--- config.mk ---
export PLATFORM = sky130hd
export DESIGN_NAME = afr_queue
export DESIGN_NICKNAME = d
export VERILOG_FILES = /design/src/hw/rtl/afr_pkg.sv /design/src/hw/rtl/afr_queue.sv
export SDC_FILE = /design/constraint.sdc
export NUM_CORES = 1
export LEC_CHECK = 0
export BUFFER_PORTS_ARGS = -buffer_cell sky130_fd_sc_hd__buf_2
export CAP_MARGIN = 15
export CORE_ASPECT_RATIO = 0.6
export CORE_MARGIN = 1.5
export CORE_UTILIZATION = 43
export DETAILED_ROUTE_END_ITERATION = 10
export SYNTH_ARGS = -nofsm -noshare
export SYNTH_HDL_FRONTEND = slang
export SYNTH_SLANG_ARGS = --single-unit
--- constraint.sdc ---
create_clock -name i_clk -period 2.1 [get_ports i_clk]
set_input_delay 0.315 -clock i_clk [delete_from_list [all_inputs] [get_ports i_clk]]
set_output_delay 0.315 -clock i_clk [all_outputs]
set_load 0.1 [all_outputs]
--- src/hw/rtl/afr_pkg.sv ---
package afr_pkg;

    // cross products run on components brought to 32-bit signed range
    localparam int RED_W   = 32;
    localparam int Q_DEPTH = 4;
    localparam int Q_AW    = 2;

    typedef struct packed {
        logic             cap;
        logic [2:0]       xneg;
        logic [2:0][31:0] xmag;
        logic [2:0]       yneg;
        logic [2:0][63:0] ymag;
    } t_item;

    typedef enum logic [2:0] {
        ST_IDLE,
        ST_SHIFT,
        ST_SQUARE,
        ST_ROOT,
        ST_DIVIDE,
        ST_STORE,
        ST_DONE
    } t_state;

endpackage

--- src/hw/rtl/afr_queue.sv ---
module afr_queue #(
    parameter int WIDTH = 8
) (
    input  logic             i_clk,
    input  logic             i_rst_n,
    input  logic             i_push,
    input  logic [WIDTH-1:0] i_data,
    output logic             o_full,
    input  logic             i_pop,
    output logic             o_empty,
    output logic [WIDTH-1:0] o_data
);
    import afr_pkg::*;

    logic [WIDTH-1:0] r_mem [Q_DEPTH];
    logic [Q_AW-1:0]  r_wr, r_rd;
    logic [Q_AW:0]    r_cnt;
    logic             w_wr, w_rd;

    assign o_full  = (r_cnt == (Q_AW+1)'(Q_DEPTH));
    assign o_empty = (r_cnt == '0);
    assign w_wr    = i_push && !o_full;
    assign w_rd    = i_pop && !o_empty;
    assign o_data  = r_mem[r_rd];

    always_ff @(posedge i_clk) begin
        if (!i_rst_n) begin
            r_wr  <= '0;
            r_rd  <= '0;
            r_cnt <= '0;
        end else begin
            if (w_wr) begin
                r_wr <= r_wr + 1'b1;
            end
            if (w_rd) begin
                r_rd <= r_rd + 1'b1;
            end
            if (w_wr && !w_rd) begin
                r_cnt <= r_cnt + 1'b1;
            end else if (w_rd && !w_wr) begin
                r_cnt <= r_cnt - 1'b1;
            end
        end
    end

    always_ff @(posedge i_clk) begin
        if (w_wr) begin
            r_mem[r_wr] <= i_data;
        end
    end

endmodule

==> flow_summary_export.csv, run 1 <==
group,metric,value,unit
logic_synthesis,syn_nets,108,
cells_and_area,drive_above_1_share,39.32,%
logic_synthesis,yosys_warnings,0,
setup_path,crit_path_end_kind,"flip-flop",
drt,ant_nets,0,
setup_path,crit_start,"r_cnt[1]$_SDFFE_PN0P_",
run,drv_cap,0,
place,place_congestion,0.7750,
logic_synthesis,ys_types,23,
drt,routed.top_layer,"met4",
min_path,worstHoldStart,"i_data[1]",
drt,wl_met3,106,µm
place,place_area,0.001832,mm²
cts,clk_latency,0.28,ns
setup_path,crit_required,2.31,ns
floorplanning,dieArea,0.004203,mm²
setup_path,crit_path_max_fanout,6,
logic_synthesis,ys_seq_area_share,69.62,%
cells_and_area,antenna_cells,0,
sta,max_freq,0.5033,GHz
drt,vias_per_cell,4.951,
floorplanning,die_y,50.83,µm
cts,cts_max_level,2,
sta,post-route-min-period,1.987,ns
global_route,antenna_found_initial,0,
drt,drc_errors,0,
floorplanning,rows,17,
logic_synthesis,ys_ff_latch,41,
setup_path,cp_cell_sequence,"o31ai_4 -> ha_4 -> inv_2 -> fa_1 -> xor2_1 -> or3_1 -> a21boi_1",
cells_and_area,seqCellArea,0.001147,mm²
logic_synthesis,synth-edff-count,32,
sta,final-setup-viol-count,0,
floorplanning,start_util,44.80,%
drt,wl_met1,1.171,mm
cells_and_area,stdcell_area,0.001919,mm²
logic_synthesis,synth_top_flop_cell,"edfxtp_1",
setup_path,critPathArrivalTime,2.19,ns
floorplanning,die_x,82.71,µm
logic_synthesis,avgSynthCellArea,18.21,µm²
cells_and_area,mostFrequentLayoutCell,"edfxtp_1",
setup_path,cpPeakStageDelay,0.38,ns
sta,period_share,94.61,%
global_route,grt_pass1_vias,853,
setup_path,crit_slowest_cell,"dfxtp_2",
logic_synthesis,yosysTopAreaCell,"edfxtp_1",
cts,root_buffer,"clkbuf_8",
cells_and_area,layout_common_cells,"32 x edfxtp_1, 21 x buf_2, 8 x mux4_2, 8 x and2_1, 6 x dfxtp_1",
drt,wirelength,2.524,mm
sta,timing.hold.ws,0.2472,ns
drt,dr.pass1.iters,4,
cts,cts_sinks,41,
global_route,grt_use_total,14.70,%
setup_path,start_kind,"flip-flop",
drt,dr_wl_met2,1.212,mm
cells_and_area,layout.cells.non_filler,164,
drt,vias,812,
global_route,grt_pass1_wl,4.105,mm
place,io_buffers,21,
cells_and_area,nets,135,
setup_path,crit_type,"flip-flop to flip-flop",
global_route,grt_max_degree,12,
drt,first_iter_violations,19,
cells_and_area,area_growth,17.10,%
logic_synthesis,yosysTopAreaCellShare,58.63,%
cells_and_area,utilization,52.46,%
global_route,overflow,0,
sta,fin_skew,0.005211,ns
logic_synthesis,postSynthCellCount,90,
cells_and_area,multi_input_area,498.0,µm²
floorplanning,io-pin-count,22,
place,dp_cells,157,
status,outcome,"finished clean",
cells_and_area,fill_cells,300,
cts,cts_buffer_depth,2,
cts,cts_setup_buffers,0,
cts,ctsHoldBuffers,0,
cts,cts_buffers,5,
logic_synthesis,netlist_top_cells_area,"edfxtp_1 59%, dfxtp_1 11%, mux4_2 11%",
cts,cts_tree,"built",
setup_path,reg2reg_from,"r_cnt[1]$_SDFFE_PN0P_",
drt,wire_per_inst,15.39,µm
place,dp_hpwl,1.768,mm
logic_synthesis,synth_area,0.001639,mm²
cts,clkTransAtPathRegs,0.07,ns
sta,rsz0062_at_grt,"no",
sta,slew_viol_final,0,
floorplanning,core,0.003659,mm²
logic_synthesis,ys_async_sr_fraction,0,%
sta,slew_headroom,67.66,%
sta,hold_viol_final,0,
sta,tightest_slew,0.4884,ns
min_path,min_path_type,"primary input to flip-flop",
-- cells in the mapped netlist (2+ instances only) --
cell / instances
and2_1: 8
dfxtp_1: 9
edfxtp_1: 32
ha_1: 5
inv_1: 3
mux2i_1: 3
mux4_2: 8
nand2_1: 4
nor2b_1: 2
xnor2_1: 3
-- metal layers --
metal	track usage [%]	vias to the layer above
met3	5.357	5
met2	21.95	14
li1	-	387
met5	0	-
met1	19.66	406
met4	5.833	0
-- worst paths after layout --
check	to	slack, ns	cells past startpoint
min	r_mem[3][1]$_DFFE_PP_	0.25	1
min reg2reg	r_wr[1]$_SDFFE_PN0P_	0.51	2
max reg2reg	r_cnt[2]$_SDFFE_PN0P_	0.11	7
max	r_cnt[2]$_SDFFE_PN0P_	0.11	7
-- kinds of logic (layout without fill, tap and decap cells) --
logic type                 Yosys count  count (layout)  share of synthesized area, %
AOI/OAI and AO/OA                    4               4                         2.061
xor gates and xnor gates             4               4                         2.138
adders and majority gates            6               6                         5.038
buffers and inverters                7              34                         2.137
DFF                                 41              41                         69.62
muxes                               11              11                         12.82
and+or+nand+nor                     17              17                         6.183
-- critical path: cells and delay by family, from the launching register on --
kind,cells,cell delay [ns]
fa+ha+maj,2,0.57
compound gates,2,0.47
flops,1,0.38
simple gates,1,0.30
xor+xnor,1,0.16
buf+inv,1,0.03
-- what timing repair did --
action / in CTS / in global routing
gates resized for setup: 0 / 2
hold endpoints to repair: 0 / 0
endpoints found under the setup margin: 0 / 1
-- cell type report --
class                           instances  area share (%)
Inverter                                3          0.5867
Clock buffer                            6           3.781
Timing Repair Buffer                   24           6.649
Sequential cell                        41           59.78
Multi-Input combinational cell         42           25.95
Tap cell                               47           3.064
Clock inverter                          1          0.1956
-- flip-flops by register name, indices dropped and copies added, names as in the netlist, named ones only --
signal	cells
r_mem	32
r_wr	2
r_cnt	3
r_rd	2
-- stage by stage --
stage / setup slack (ns) / setup TNS [ns]
CTS: 0.02454 / 0
detailed placement: 0.04025 / 0
finish: 0.1131 / 0
global placement: 0.1188 / 0
floorplan: -0.3477 / -0.6775
global route: 0.02816 / 0
Power of run 1 is left out: the tool's default activity adds up to more than one toggle a clock period on the data nets, which glitch-free logic cannot reach.
==> run 2: changes to the inputs <==
- CORE_ASPECT_RATIO: 0.6 -> 0.75
==> run 2 against run 1 <==
Critical endpoint unchanged. Global-route usage down 0.83 points. Setup slack better by 0.013 ns. Routed wire length down 3.1%. Cell area up 1.9%. Clock-buffer cell count unchanged. Clock skew down 0.00077 ns. Critical path depth unchanged. Via count up 0.49%. Maximum frequency up 0.67%. Register-to-register slack about the same. Highest routed layer unchanged. Die area down 0.20%. Non-clock buffer count unchanged.
==> flow_summary_export.csv, run 2 (synthesis gave the netlist of run 1 again) <==
group,metric,value,unit
cts,ctsHoldBuffers,0,
status,outcome,"finished clean",
global_route,grtUsageMet2,20.79,%
cells_and_area,area_growth,19.31,%
cts,cts_buffer_depth,2,
sta,max_freq,0.5067,GHz
sta,hold_viol_final,0,
setup_path,crit_type,"flip-flop to flip-flop",
floorplanning,dieArea,0.004195,mm²
drt,wire_per_inst,14.39,µm
run,drv_cap,0,
setup_path,crit_end,"r_cnt[2]$_SDFFE_PN0P_",
cells_and_area,antenna_cells,0,
global_route,antenna_found_initial,0,
setup_path,start_kind,"flip-flop",
global_route,met1_usage,18.42,%
setup_path,crit_required,2.31,ns
global_route,grt.busiest_layer,"met2",
setup_path,timing.rr.end,"r_cnt[2]$_SDFFE_PN0P_",
floorplanning,die_x,74.29,µm
global_route,overflow,0,
sta,period_share,93.99,%
floorplanning,start_util,44.77,%
place,place_area,0.001838,mm²
drt,first_iter_violations,34,
global_route,grt_pass1_vias,828,
floorplanning,core,0.003661,mm²
drt,wirelength,2.446,mm
place,place_congestion,0.7523,
setup_path,critPathArrivalTime,2.19,ns
sta,tightest_slew,0.4997,ns
sta,slew_headroom,66.91,%
floorplanning,io-pin-count,22,
setup_path,crit_start,"r_cnt[1]$_SDFFE_PN0P_",
drt,ant_nets,0,
sta,slew_viol_final,0,
global_route,grt_use_total,13.88,%
floorplanning,die_y,56.47,µm
cts,post_cts_resized,0,
place,io_buffers,21,
place,dp_hpwl,1.722,mm
cts,cts_buffers,5,
cells_and_area,stdcell_area,0.001956,mm²
sta,rsz0062_at_grt,"no",
cts,clk_latency,0.28,ns
min_path,min_path_type,"primary input to flip-flop",
sta,final-setup-viol-count,0,
cells_and_area,top_register,"r_mem",
global_route,grt_pass1_wl,4.146,mm
cells_and_area,top_regs,"r_mem x32, r_cnt x3",
sta,post-route-min-period,1.974,ns
setup_path,reg2reg_from,"r_cnt[1]$_SDFFE_PN0P_",
global_route,grt_util_met3,5.566,%
cts,root_buffer,"clkbuf_8",
drt,dr.pass1.iters,4,
sta,finalSetupTns,0,ns
setup_path,ff2ff_setup_slack,0.13,ns
setup_path,crit_path_end_kind,"flip-flop",
drt,vias_per_cell,4.800,
cells_and_area,layout_common_cells,"32 x edfxtp_1, 21 x buf_2, 8 x mux4_2, 8 x and2_1, 6 x dfxtp_1",
cells_and_area,largest_register_ffs,32,
cells_and_area,drive_above_1_share,39.83,%
cells_and_area,nets,135,
cells_and_area,utilization,53.42,%
drt,drc_errors,0,
cts,cts_sinks,41,
cts,clkTransAtPathRegs,0.07,ns
floorplanning,rows,19,
global_route,grt_max_degree,13,
cts,cts_tree,"built",
cts,cts_setup_buffers,0,
cells_and_area,mostFrequentLayoutCell,"edfxtp_1",
cts,cts_max_level,2,
drt,vias,816,
setup_path,ff2ff_path_depth,7,
sta,fin_skew,0.004442,ns
setup_path,crit_path_max_fanout,6,
-- run 2: cell count changes in the layout (fill, tap and decap cells not counted), sizes merged --
cell / before / now
bufinv: 0 / 1
-- run 2: cell type report --
type | count | area, µm²
Clock inverter | 2 | 33.78
Timing Repair Buffer | 24 | 127.6
Multi-Input combinational cell | 42 | 498.0
Inverter | 3 | 11.26
Clock buffer | 6 | 72.57
Fill cell | 318 | 1705
Sequential cell | 41 | 1147
Tap cell | 52 | 65.06
-- run 2: worst max-delay path, cell delays in order (launching register included) --
cell	delay (ns)
dfxtp_2	0.38
o31ai_4	0.33
ha_4	0.19
inv_2	0.03
fa_1	0.38
xor2_1	0.16
or3_1	0.30
a21boi_1	0.14
-- run 2: layer usage --
| layer | part of all wire, % | wire length (µm) |
|---|---|---|
| met5 | 0 | 0 |
| met2 | 49 | 1196 |
| met3 | 5.4 | 131 |
| met4 | 0.78 | 19 |
| met1 | 45 | 1098 |
-- run 2: metrics by stage --
stage	hold WS, ns	setup WS, ns	instances
2_1_floorplan	0.4139	-0.3477	90
3_3_place_gp	0.4854	0.1175	162
3_5_place_dp	0.4950	0.05295	162
4_1_cts	0.2367	0.04093	170
5_1_grt	0.2366	0.01434	170
6_report	0.2444	0.1263	170
-- run 2: how the worst min path moves through the flow --
stage / start / to / slack, ns / depth (start not counted)
3_3_place_gp: r_wr[0]$_SDFFE_PN0P_ / r_wr[0]$_SDFFE_PN0P_ / 0.49 / 2
3_5_place_dp: r_wr[1]$_SDFFE_PN0P_ / r_wr[1]$_SDFFE_PN0P_ / 0.50 / 2
4_1_cts: i_data[0] / r_mem[3][0]$_DFFE_PP_ / 0.24 / 1
5_1_grt: i_data[5] / r_mem[1][5]$_DFFE_PP_ / 0.24 / 1
6_report: i_data[2] / r_mem[2][2]$_DFFE_PP_ / 0.24 / 1
2_1_floorplan: i_data[0] / r_mem[0][0]$_DFFE_PP_ / 0.41 / 0
Power of run 2 is left out for the same reason.
