==> src/hw/rtl/afr_pkg.sv <==
package afr_pkg;

    // cross products run on components brought to 32-bit signed range
    localparam int RED_W   = 32;
    localparam int Q_DEPTH = 4;
    localparam int Q_AW    = 2;

    typedef struct packed {
        logic             cap;
        logic [2:0]       xneg;
        logic [2:0][31:0] xmag;
        logic [2:0]       yneg;
        logic [2:0][63:0] ymag;
    } t_item;

    typedef enum logic [2:0] {
        ST_IDLE,
        ST_SHIFT,
        ST_SQUARE,
        ST_ROOT,
        ST_DIVIDE,
        ST_STORE,
        ST_DONE
    } t_state;

endpackage

==> src/hw/rtl/afr_back.sv <==
module afr_back #(
    parameter int DATA_WIDTH = 32,
    parameter int FRAC_BITS  = 30
) (
    input  logic                             i_clk,
    input  logic                             i_rst_n,
    input  logic                             i_q_empty,
    input  afr_pkg::t_item                   i_item,
    input  logic [3*DATA_WIDTH-1:0]          i_zrow,
    output logic                             o_q_pop,
    input  logic                             i_pop,
    output logic                             o_empty,
    output logic [2:0][DATA_WIDTH-1:0]       o_xaxis,
    output logic [2:0][DATA_WIDTH-1:0]       o_yaxis,
    output logic [3*DATA_WIDTH-1:0]          o_zrow,
    output logic                             o_cap,
    output logic                             o_degen
);
    import afr_pkg::*;

    localparam int          CW  = (FRAC_BITS > 31) ? $clog2(FRAC_BITS + 1) : 5;
    localparam logic [63:0] LIM = (64'd1 << (DATA_WIDTH - 1)) - 64'd1;

    function automatic logic [DATA_WIDTH-1:0] enc(input logic neg, input logic [63:0] q);
        logic [63:0] s;
        if (!neg) begin
            s = (q > LIM) ? LIM : q;
        end else begin
            s = (q > LIM + 64'd1) ? LIM + 64'd1 : q;
            s = 64'd0 - s;
        end
        return s[DATA_WIDTH-1:0];
    endfunction

    t_state r_state, n_state;
    logic   [CW-1:0] r_cnt;
    logic   r_vsel, r_degen, r_ov;
    logic   [63:0] r_m [3];
    logic   [63:0] r_len2, r_res, r_bit;
    logic   [31:0] r_rem [3];
    logic   [63:0] r_q [3];
    logic   [2:0][DATA_WIDTH-1:0] r_x, r_y;

    // load source: X mags from idle, Y mags after X is stored
    logic        w_src_y;
    logic [63:0] w_ld_m [3];
    logic        w_zero, w_hi, w_lo, w_out_free;

    assign w_src_y = (r_state == ST_STORE);
    always_comb begin
        for (int i = 0; i < 3; i++) begin
            w_ld_m[i] = w_src_y ? i_item.ymag[i] : 64'(i_item.xmag[i]);
        end
    end
    assign w_zero     = (w_ld_m[0] == 0) && (w_ld_m[1] == 0) && (w_ld_m[2] == 0);
    assign w_hi       = (|r_m[0][63:31]) || (|r_m[1][63:31]) || (|r_m[2][63:31]);
    assign w_lo       = !(|r_m[0][63:30]) && !(|r_m[1][63:30]) && !(|r_m[2][63:30]);
    assign w_out_free = !r_ov || i_pop;

    always_comb begin
        n_state = r_state;
        case (r_state)
            ST_IDLE: begin
                if (!i_q_empty) begin
                    n_state = w_zero ? ST_DONE : ST_SHIFT;
                end
            end
            ST_SHIFT: begin
                if (!w_hi && !w_lo) begin
                    n_state = ST_SQUARE;
                end
            end
            ST_SQUARE: begin
                if (r_cnt == CW'(2)) begin
                    n_state = ST_ROOT;
                end
            end
            ST_ROOT: begin
                if (r_cnt == CW'(31)) begin
                    n_state = ST_DIVIDE;
                end
            end
            ST_DIVIDE: begin
                if (r_cnt == CW'(FRAC_BITS)) begin
                    n_state = ST_STORE;
                end
            end
            ST_STORE: begin
                n_state = (r_vsel || w_zero) ? ST_DONE : ST_SHIFT;
            end
            ST_DONE: begin
                if (w_out_free) begin
                    n_state = ST_IDLE;
                end
            end
            default: n_state = ST_IDLE;
        endcase
    end

    logic w_load, w_fin, w_sq_end;

    always_comb begin
        w_load   = 1'b0;
        w_fin    = 1'b0;
        w_sq_end = 1'b0;
        case (r_state)
            ST_IDLE:   w_load   = !i_q_empty;
            ST_SQUARE: w_sq_end = (r_cnt == CW'(2));
            ST_STORE:  w_load   = !r_vsel;
            ST_DONE:   w_fin    = w_out_free;
            default:   w_load   = 1'b0;
        endcase
    end

    assign o_q_pop = w_fin;

    logic [63:0] w_sq_op, w_sq, w_try;
    logic [2:0]  w_neg;

    always_comb begin
        case (r_cnt[1:0])
            2'd0:    w_sq_op = r_m[0];
            2'd1:    w_sq_op = r_m[1];
            default: w_sq_op = r_m[2];
        endcase
    end
    assign w_sq    = w_sq_op[30:0] * w_sq_op[30:0];
    assign w_try   = r_res + r_bit;
    assign w_neg   = r_vsel ? i_item.yneg : i_item.xneg;

    always_ff @(posedge i_clk) begin
        if (!i_rst_n) begin
            r_state <= ST_IDLE;
            r_ov    <= 1'b0;
            r_cnt   <= '0;
        end else begin
            r_state <= n_state;
            r_cnt   <= (n_state != r_state) ? '0 : r_cnt + 1'b1;
            if (w_fin) begin
                r_ov <= 1'b1;
            end else if (i_pop) begin
                r_ov <= 1'b0;
            end
        end
    end

    always_ff @(posedge i_clk) begin
        if (w_load) begin
            for (int i = 0; i < 3; i++) begin
                r_m[i] <= w_ld_m[i];
            end
            r_vsel  <= w_src_y;
            r_degen <= w_zero;
        end
        case (r_state)
            ST_SHIFT: begin
                for (int i = 0; i < 3; i++) begin
                    if (w_hi) begin
                        r_m[i] <= r_m[i] >> 1;
                    end else if (w_lo) begin
                        r_m[i] <= r_m[i] << 1;
                    end
                end
            end
            ST_SQUARE: begin
                r_len2 <= ((r_cnt == '0) ? 64'd0 : r_len2) + w_sq;
                if (w_sq_end) begin
                    r_res <= '0;
                    r_bit <= 64'd1 << 62;
                end
            end
            ST_ROOT: begin
                if (r_len2 >= w_try) begin
                    r_len2 <= r_len2 - w_try;
                    r_res  <= (r_res >> 1) + r_bit;
                end else begin
                    r_res <= r_res >> 1;
                end
                r_bit <= r_bit >> 2;
            end
            ST_DIVIDE: begin
                for (int i = 0; i < 3; i++) begin
                    if (r_cnt == '0) begin
                        if ({1'b0, r_m[i][30:0]} >= r_res[31:0]) begin
                            r_rem[i] <= {1'b0, r_m[i][30:0]} - r_res[31:0];
                            r_q[i]   <= 64'd1;
                        end else begin
                            r_rem[i] <= {1'b0, r_m[i][30:0]};
                            r_q[i]   <= 64'd0;
                        end
                    end else if ({r_rem[i], 1'b0} >= {1'b0, r_res[31:0]}) begin
                        r_rem[i] <= 32'({r_rem[i], 1'b0} - {1'b0, r_res[31:0]});
                        r_q[i]   <= {r_q[i][62:0], 1'b1};
                    end else begin
                        r_rem[i] <= {r_rem[i][30:0], 1'b0};
                        r_q[i]   <= {r_q[i][62:0], 1'b0};
                    end
                end
            end
            ST_STORE: begin
                for (int i = 0; i < 3; i++) begin
                    if (r_vsel) begin
                        r_y[i] <= enc(w_neg[i], r_q[i]);
                    end else begin
                        r_x[i] <= enc(w_neg[i], r_q[i]);
                    end
                end
            end
            default: begin
            end
        endcase
    end

    always_ff @(posedge i_clk) begin
        if (w_fin) begin
            o_xaxis <= r_degen ? '0 : r_x;
            o_yaxis <= r_degen ? '0 : r_y;
            o_zrow  <= r_degen ? '0 : i_zrow;
            o_cap   <= i_item.cap;
            o_degen <= r_degen;
        end
    end

    assign o_empty = !r_ov;

    a_pop_fills: assert property (@(posedge i_clk) disable iff (!i_rst_n)
        o_q_pop |=> !o_empty)
        else $error("result word lost on queue pop");

    a_degen_zero: assert property (@(posedge i_clk) disable iff (!i_rst_n)
        (!o_empty && o_degen) |-> (o_xaxis == '0 && o_yaxis == '0 && o_zrow == '0))
        else $error("degenerate word carries nonzero rows");

    a_root_bit: assert property (@(posedge i_clk) disable iff (!i_rst_n)
        (r_state == ST_ROOT) |-> $onehot(r_bit))
        else $error("root trial bit not one-hot");

    a_norm_range: assert property (@(posedge i_clk) disable iff (!i_rst_n)
        (r_state == ST_SQUARE) |-> (!w_hi && !w_lo))
        else $error("magnitudes not normalized before squaring");

endmodule

==> config.mk <==
export PLATFORM = sky130hd
export DESIGN_NAME = afr_back
export DESIGN_NICKNAME = d
export VERILOG_FILES = /design/src/hw/rtl/afr_pkg.sv /design/src/hw/rtl/afr_back.sv
export SDC_FILE = /design/constraint.sdc
export NUM_CORES = 2
export LEC_CHECK = 0
export ABC_AREA = 1
export BUFFER_PORTS_ARGS = -buffer_cell sky130_fd_sc_hd__buf_4
export CORE_MARGIN = 3
export CORE_UTILIZATION = 50
export CTS_CLUSTER_DIAMETER = 200
export DETAILED_ROUTE_END_ITERATION = 6
export PLACE_DENSITY = 0.68
export RECOVER_POWER = 100
export SYNTH_ARGS = -nofsm -noshare
export SYNTH_HDL_FRONTEND = slang
export SYNTH_SLANG_ARGS = --single-unit
==> constraint.sdc <==
create_clock -name i_clk -period 20.7 [get_ports i_clk]
set_input_delay 2.07 -clock i_clk [delete_from_list [all_inputs] [get_ports i_clk]]
set_output_delay 2.07 -clock i_clk [all_outputs]
set_load 0.02 [all_outputs]
==> results.yml <==
run_status:
  run_status: "finished, violations left"
  violations: "max-capacitance violations, max-slew violations"
clock_network:
  root_buffer: "clkbuf_16"
  cts_made_buffers: 131
  cts.clk_slew.worst_paths_ns: 0.06
  ctsResizeCount: 0
  cts_tree: "done"
  postCtsSetupBuffers: 0
  clock_path_buffers: 3
  cts_hold_buffers: 0
  clock_latency_ns: 0.82
  htree_levels: 4
  cts.sinks: 1133
drt:
  drtIter0Drc: 9173
  post_drt_via_cell_ratio: 5.65
  met3_length_microns: 32100
  remaining_drc_errors: 0
  top_layer: "met5"
  vias: 92000
  ant_nets: 0
  wl_microns: 388000
  wl_met2_microns: 179000
  wl_per_cell_microns: 23.8
  dr.pass1.iters: 7
  m1WireLength_microns: 144000
floorplan:
  core_sq_um: 206000
  die_y_microns: 462
  die_w_microns: 462
  row_count: 166
  ios: 687
  die_area_sq_um: 213000
  floorplan.initialDensity_pct: 50.5
global_routing:
  grt_pass1_wl_microns: 573000
  grt_pass1_vias: 91100
  grt_start_max_net_pins: 124
  grt_overflow: 0
  antenna_found_initial: 21
  grt.total_usage_pct: 36.0
setup_path:
  cp-startpoint: "r_state[2]"
  crit_family: "buffers and inverters"
  crit_chain: "clkbuf_1, inv_1, nor2_4, clkbuf_1, nand2_1, clkbuf_1, clkbuf_1, clkbuf_1, a21oi_1, clkbuf_1, nand2_1, nand2_1, inv_1, nand2_1"
  cp_num_buf_inv: 8
  cpMostUsedCell: "clkbuf_1"
  cp_max_fo: 92
  end_kind: "flop"
  crit_slowest_cell: "clkbuf_1"
  critPathLaunchType: "flop"
  required_ns: 21.20
  cpPeakStageDelay_ns: 2.81
  worstPathArrival_ns: 13.87
  reg2reg_from: "r_state[2]"
  criticalPathCategory: "reg2reg"
placed_design:
  place.gp.congestion: 1.05
  placed_area_sq_um: 112000
  dp_hpwl_microns: 312000
  numPortBuffers: 686
flow_run:
  cap_violations: 44
cells_and_area:
  finish.instance_area_sq_um: 115000
  syn2layout_area_growth_pct: 10.8
  nets: 15300
  layout-drive-gt1-share_pct: 5.49
  utilization_pct: 56.0
yosys:
  ys_types: 60
  synth_seq_cells: 1133
  syn_inst: 12900
  syn_nets: 14700
  synthArstFlopShare_pct: 0
  ys_seq_area_share_pct: 32.7
  synth_ff_type: "edfxtp_1"
  syn_area_sq_um: 104000
  synth_warnings: 0
  synth_edf_count: 1123
  syn_avg_cell_area_sq_um: 8.05
sta:
  finalSetupViolCount: 0
  tightest_slew_ns: 4.67
  fin_crit_ns: 13.38
  rsz0062_at_grt: "false"
  fin_skew_ns: 0.0690
  fin_crit_sh_pct: 64.6
  maxSlewViolCount: 2628
  setup-tns-final_ns: 0
  fmax_mhz: 74.8
  max_slew_margin_pct: -211
  whs_ns: 0.512
  finalHoldViolations: 0
hold_path:
  min-delay-start: "r_cnt[0]"
  hp-class: "reg2reg"
==> cell usage in the layout (no fill, tap or decap), types with 22 or more instances in the layout <==
cell,instances
o21ai_0,898
fa_1,806
o41ai_1,34
a21oi_1,702
nand2_1,2530
nor2_1,1404
nand3_1,514
nor3_1,107
edfxtp_1,1123
o211ai_1,81
clkbuf_1,365
clkinv_1,26
clkbuf_16,134
nor4_1,44
xnor2_1,121
nand3b_1,25
clkinv_2,22
ha_1,598
o21bai_1,72
xor2_1,219
a31oi_1,75
o22ai_1,26
o21a_1,23
a21boi_0,22
buf_4,490
a21o_1,65
nand4_1,132
o21ai_1,68
inv_1,2642
==> cells by family after synthesis <==
kind of cell             count (synthesis)  share of synthesized area (%)
buffers and inverters                 3035                           11.2
AND/OR/NAND/NOR                       4807                           18.8
AO/OA/AOI/OAI                         2182                           11.8
flip-flops                            1133                           32.7
adder cells (fa/ha/maj)               1404                           22.7
XOR/XNOR                               340                           2.87
multiplexers                             3                         0.0325
==> sequential cells by signal, indices dropped and copies added (netlist names), 32 cells and up <==
name / count
o_xaxis: 96
o_yaxis: 96
o_zrow: 96
r_bit: 32
r_len2: 64
r_m: 192
r_q: 192
r_rem: 96
r_res: 64
r_x: 96
r_y: 96
==> final timing paths <==
check | endpoint | slack [ns] | depth (start not counted)
hold / removal | r_cnt[0] | 0.51 | 1
hold reg to reg | r_cnt[0] | 0.51 | 1
setup / recovery | r_rem[1][19] | 7.32 | 14
setup reg to reg | r_rem[1][19] | 7.32 | 14
==> stage by stage <==
stage | setup WS, ns | cells
final | 7.32 | 16300
after detailed placement | 10.52 | 16000
after floorplan | 4.24 | 12900
after CTS | 10.48 | 16300
after global placement | 10.67 | 16000
after global routing | 6.22 | 16300
==> cell type report <==
type | instances | area (sq um)
timing repair buffer | 830 | 4960
multi-input combinational | 8736 | 58500
tap | 2688 | 3360
antenna | 11 | 27.5
fill | 19500 | 90600
clock buffer | 161 | 3450
inverter | 2654 | 9970
clock inverter | 75 | 898
sequential | 1133 | 33900
==> Yosys cell counts, drive strengths merged, types with 10 or more instances <==
cell type  count  area share [%]
edfxtp      1123              32
or2           20            0.12
a221oi        14            0.12
nor3         108            0.52
inv         2651             9.6
xnor2        121             1.0
nand2       2532             9.2
nor2        1409             5.1
o21a          23            0.17
a31oi         75            0.45
a211oi        12           0.087
o21bai        72            0.52
fa           806              16
nor4          45            0.27
o22ai         26            0.16
a21oi        703             3.4
o211ai        81            0.59
clkbuf       278             1.0
o41ai         34            0.29
a21boi        24            0.17
o221ai        17            0.14
xor2         219             1.8
a22o          14            0.12
nand3        514             2.5
nand3b        25            0.18
dfxtp         10            0.19
o21ai        974             4.7
a21o          65            0.47
ha           598             7.2
nand4        132            0.80
o31ai         10           0.072
buf          103            0.56
==> per-layer routing <==
layer | global-route usage, % | vias up
met5 | 0 | -
met4 | 25.0 | 28
met3 | 7.81 | 1090
met2 | 59.0 | 4175
met1 | 42.3 | 44000
li1 | - | 42700
Power is left out: the tool's default activity adds up to more than one toggle a clock period on the data nets, which glitch-free logic cannot reach.
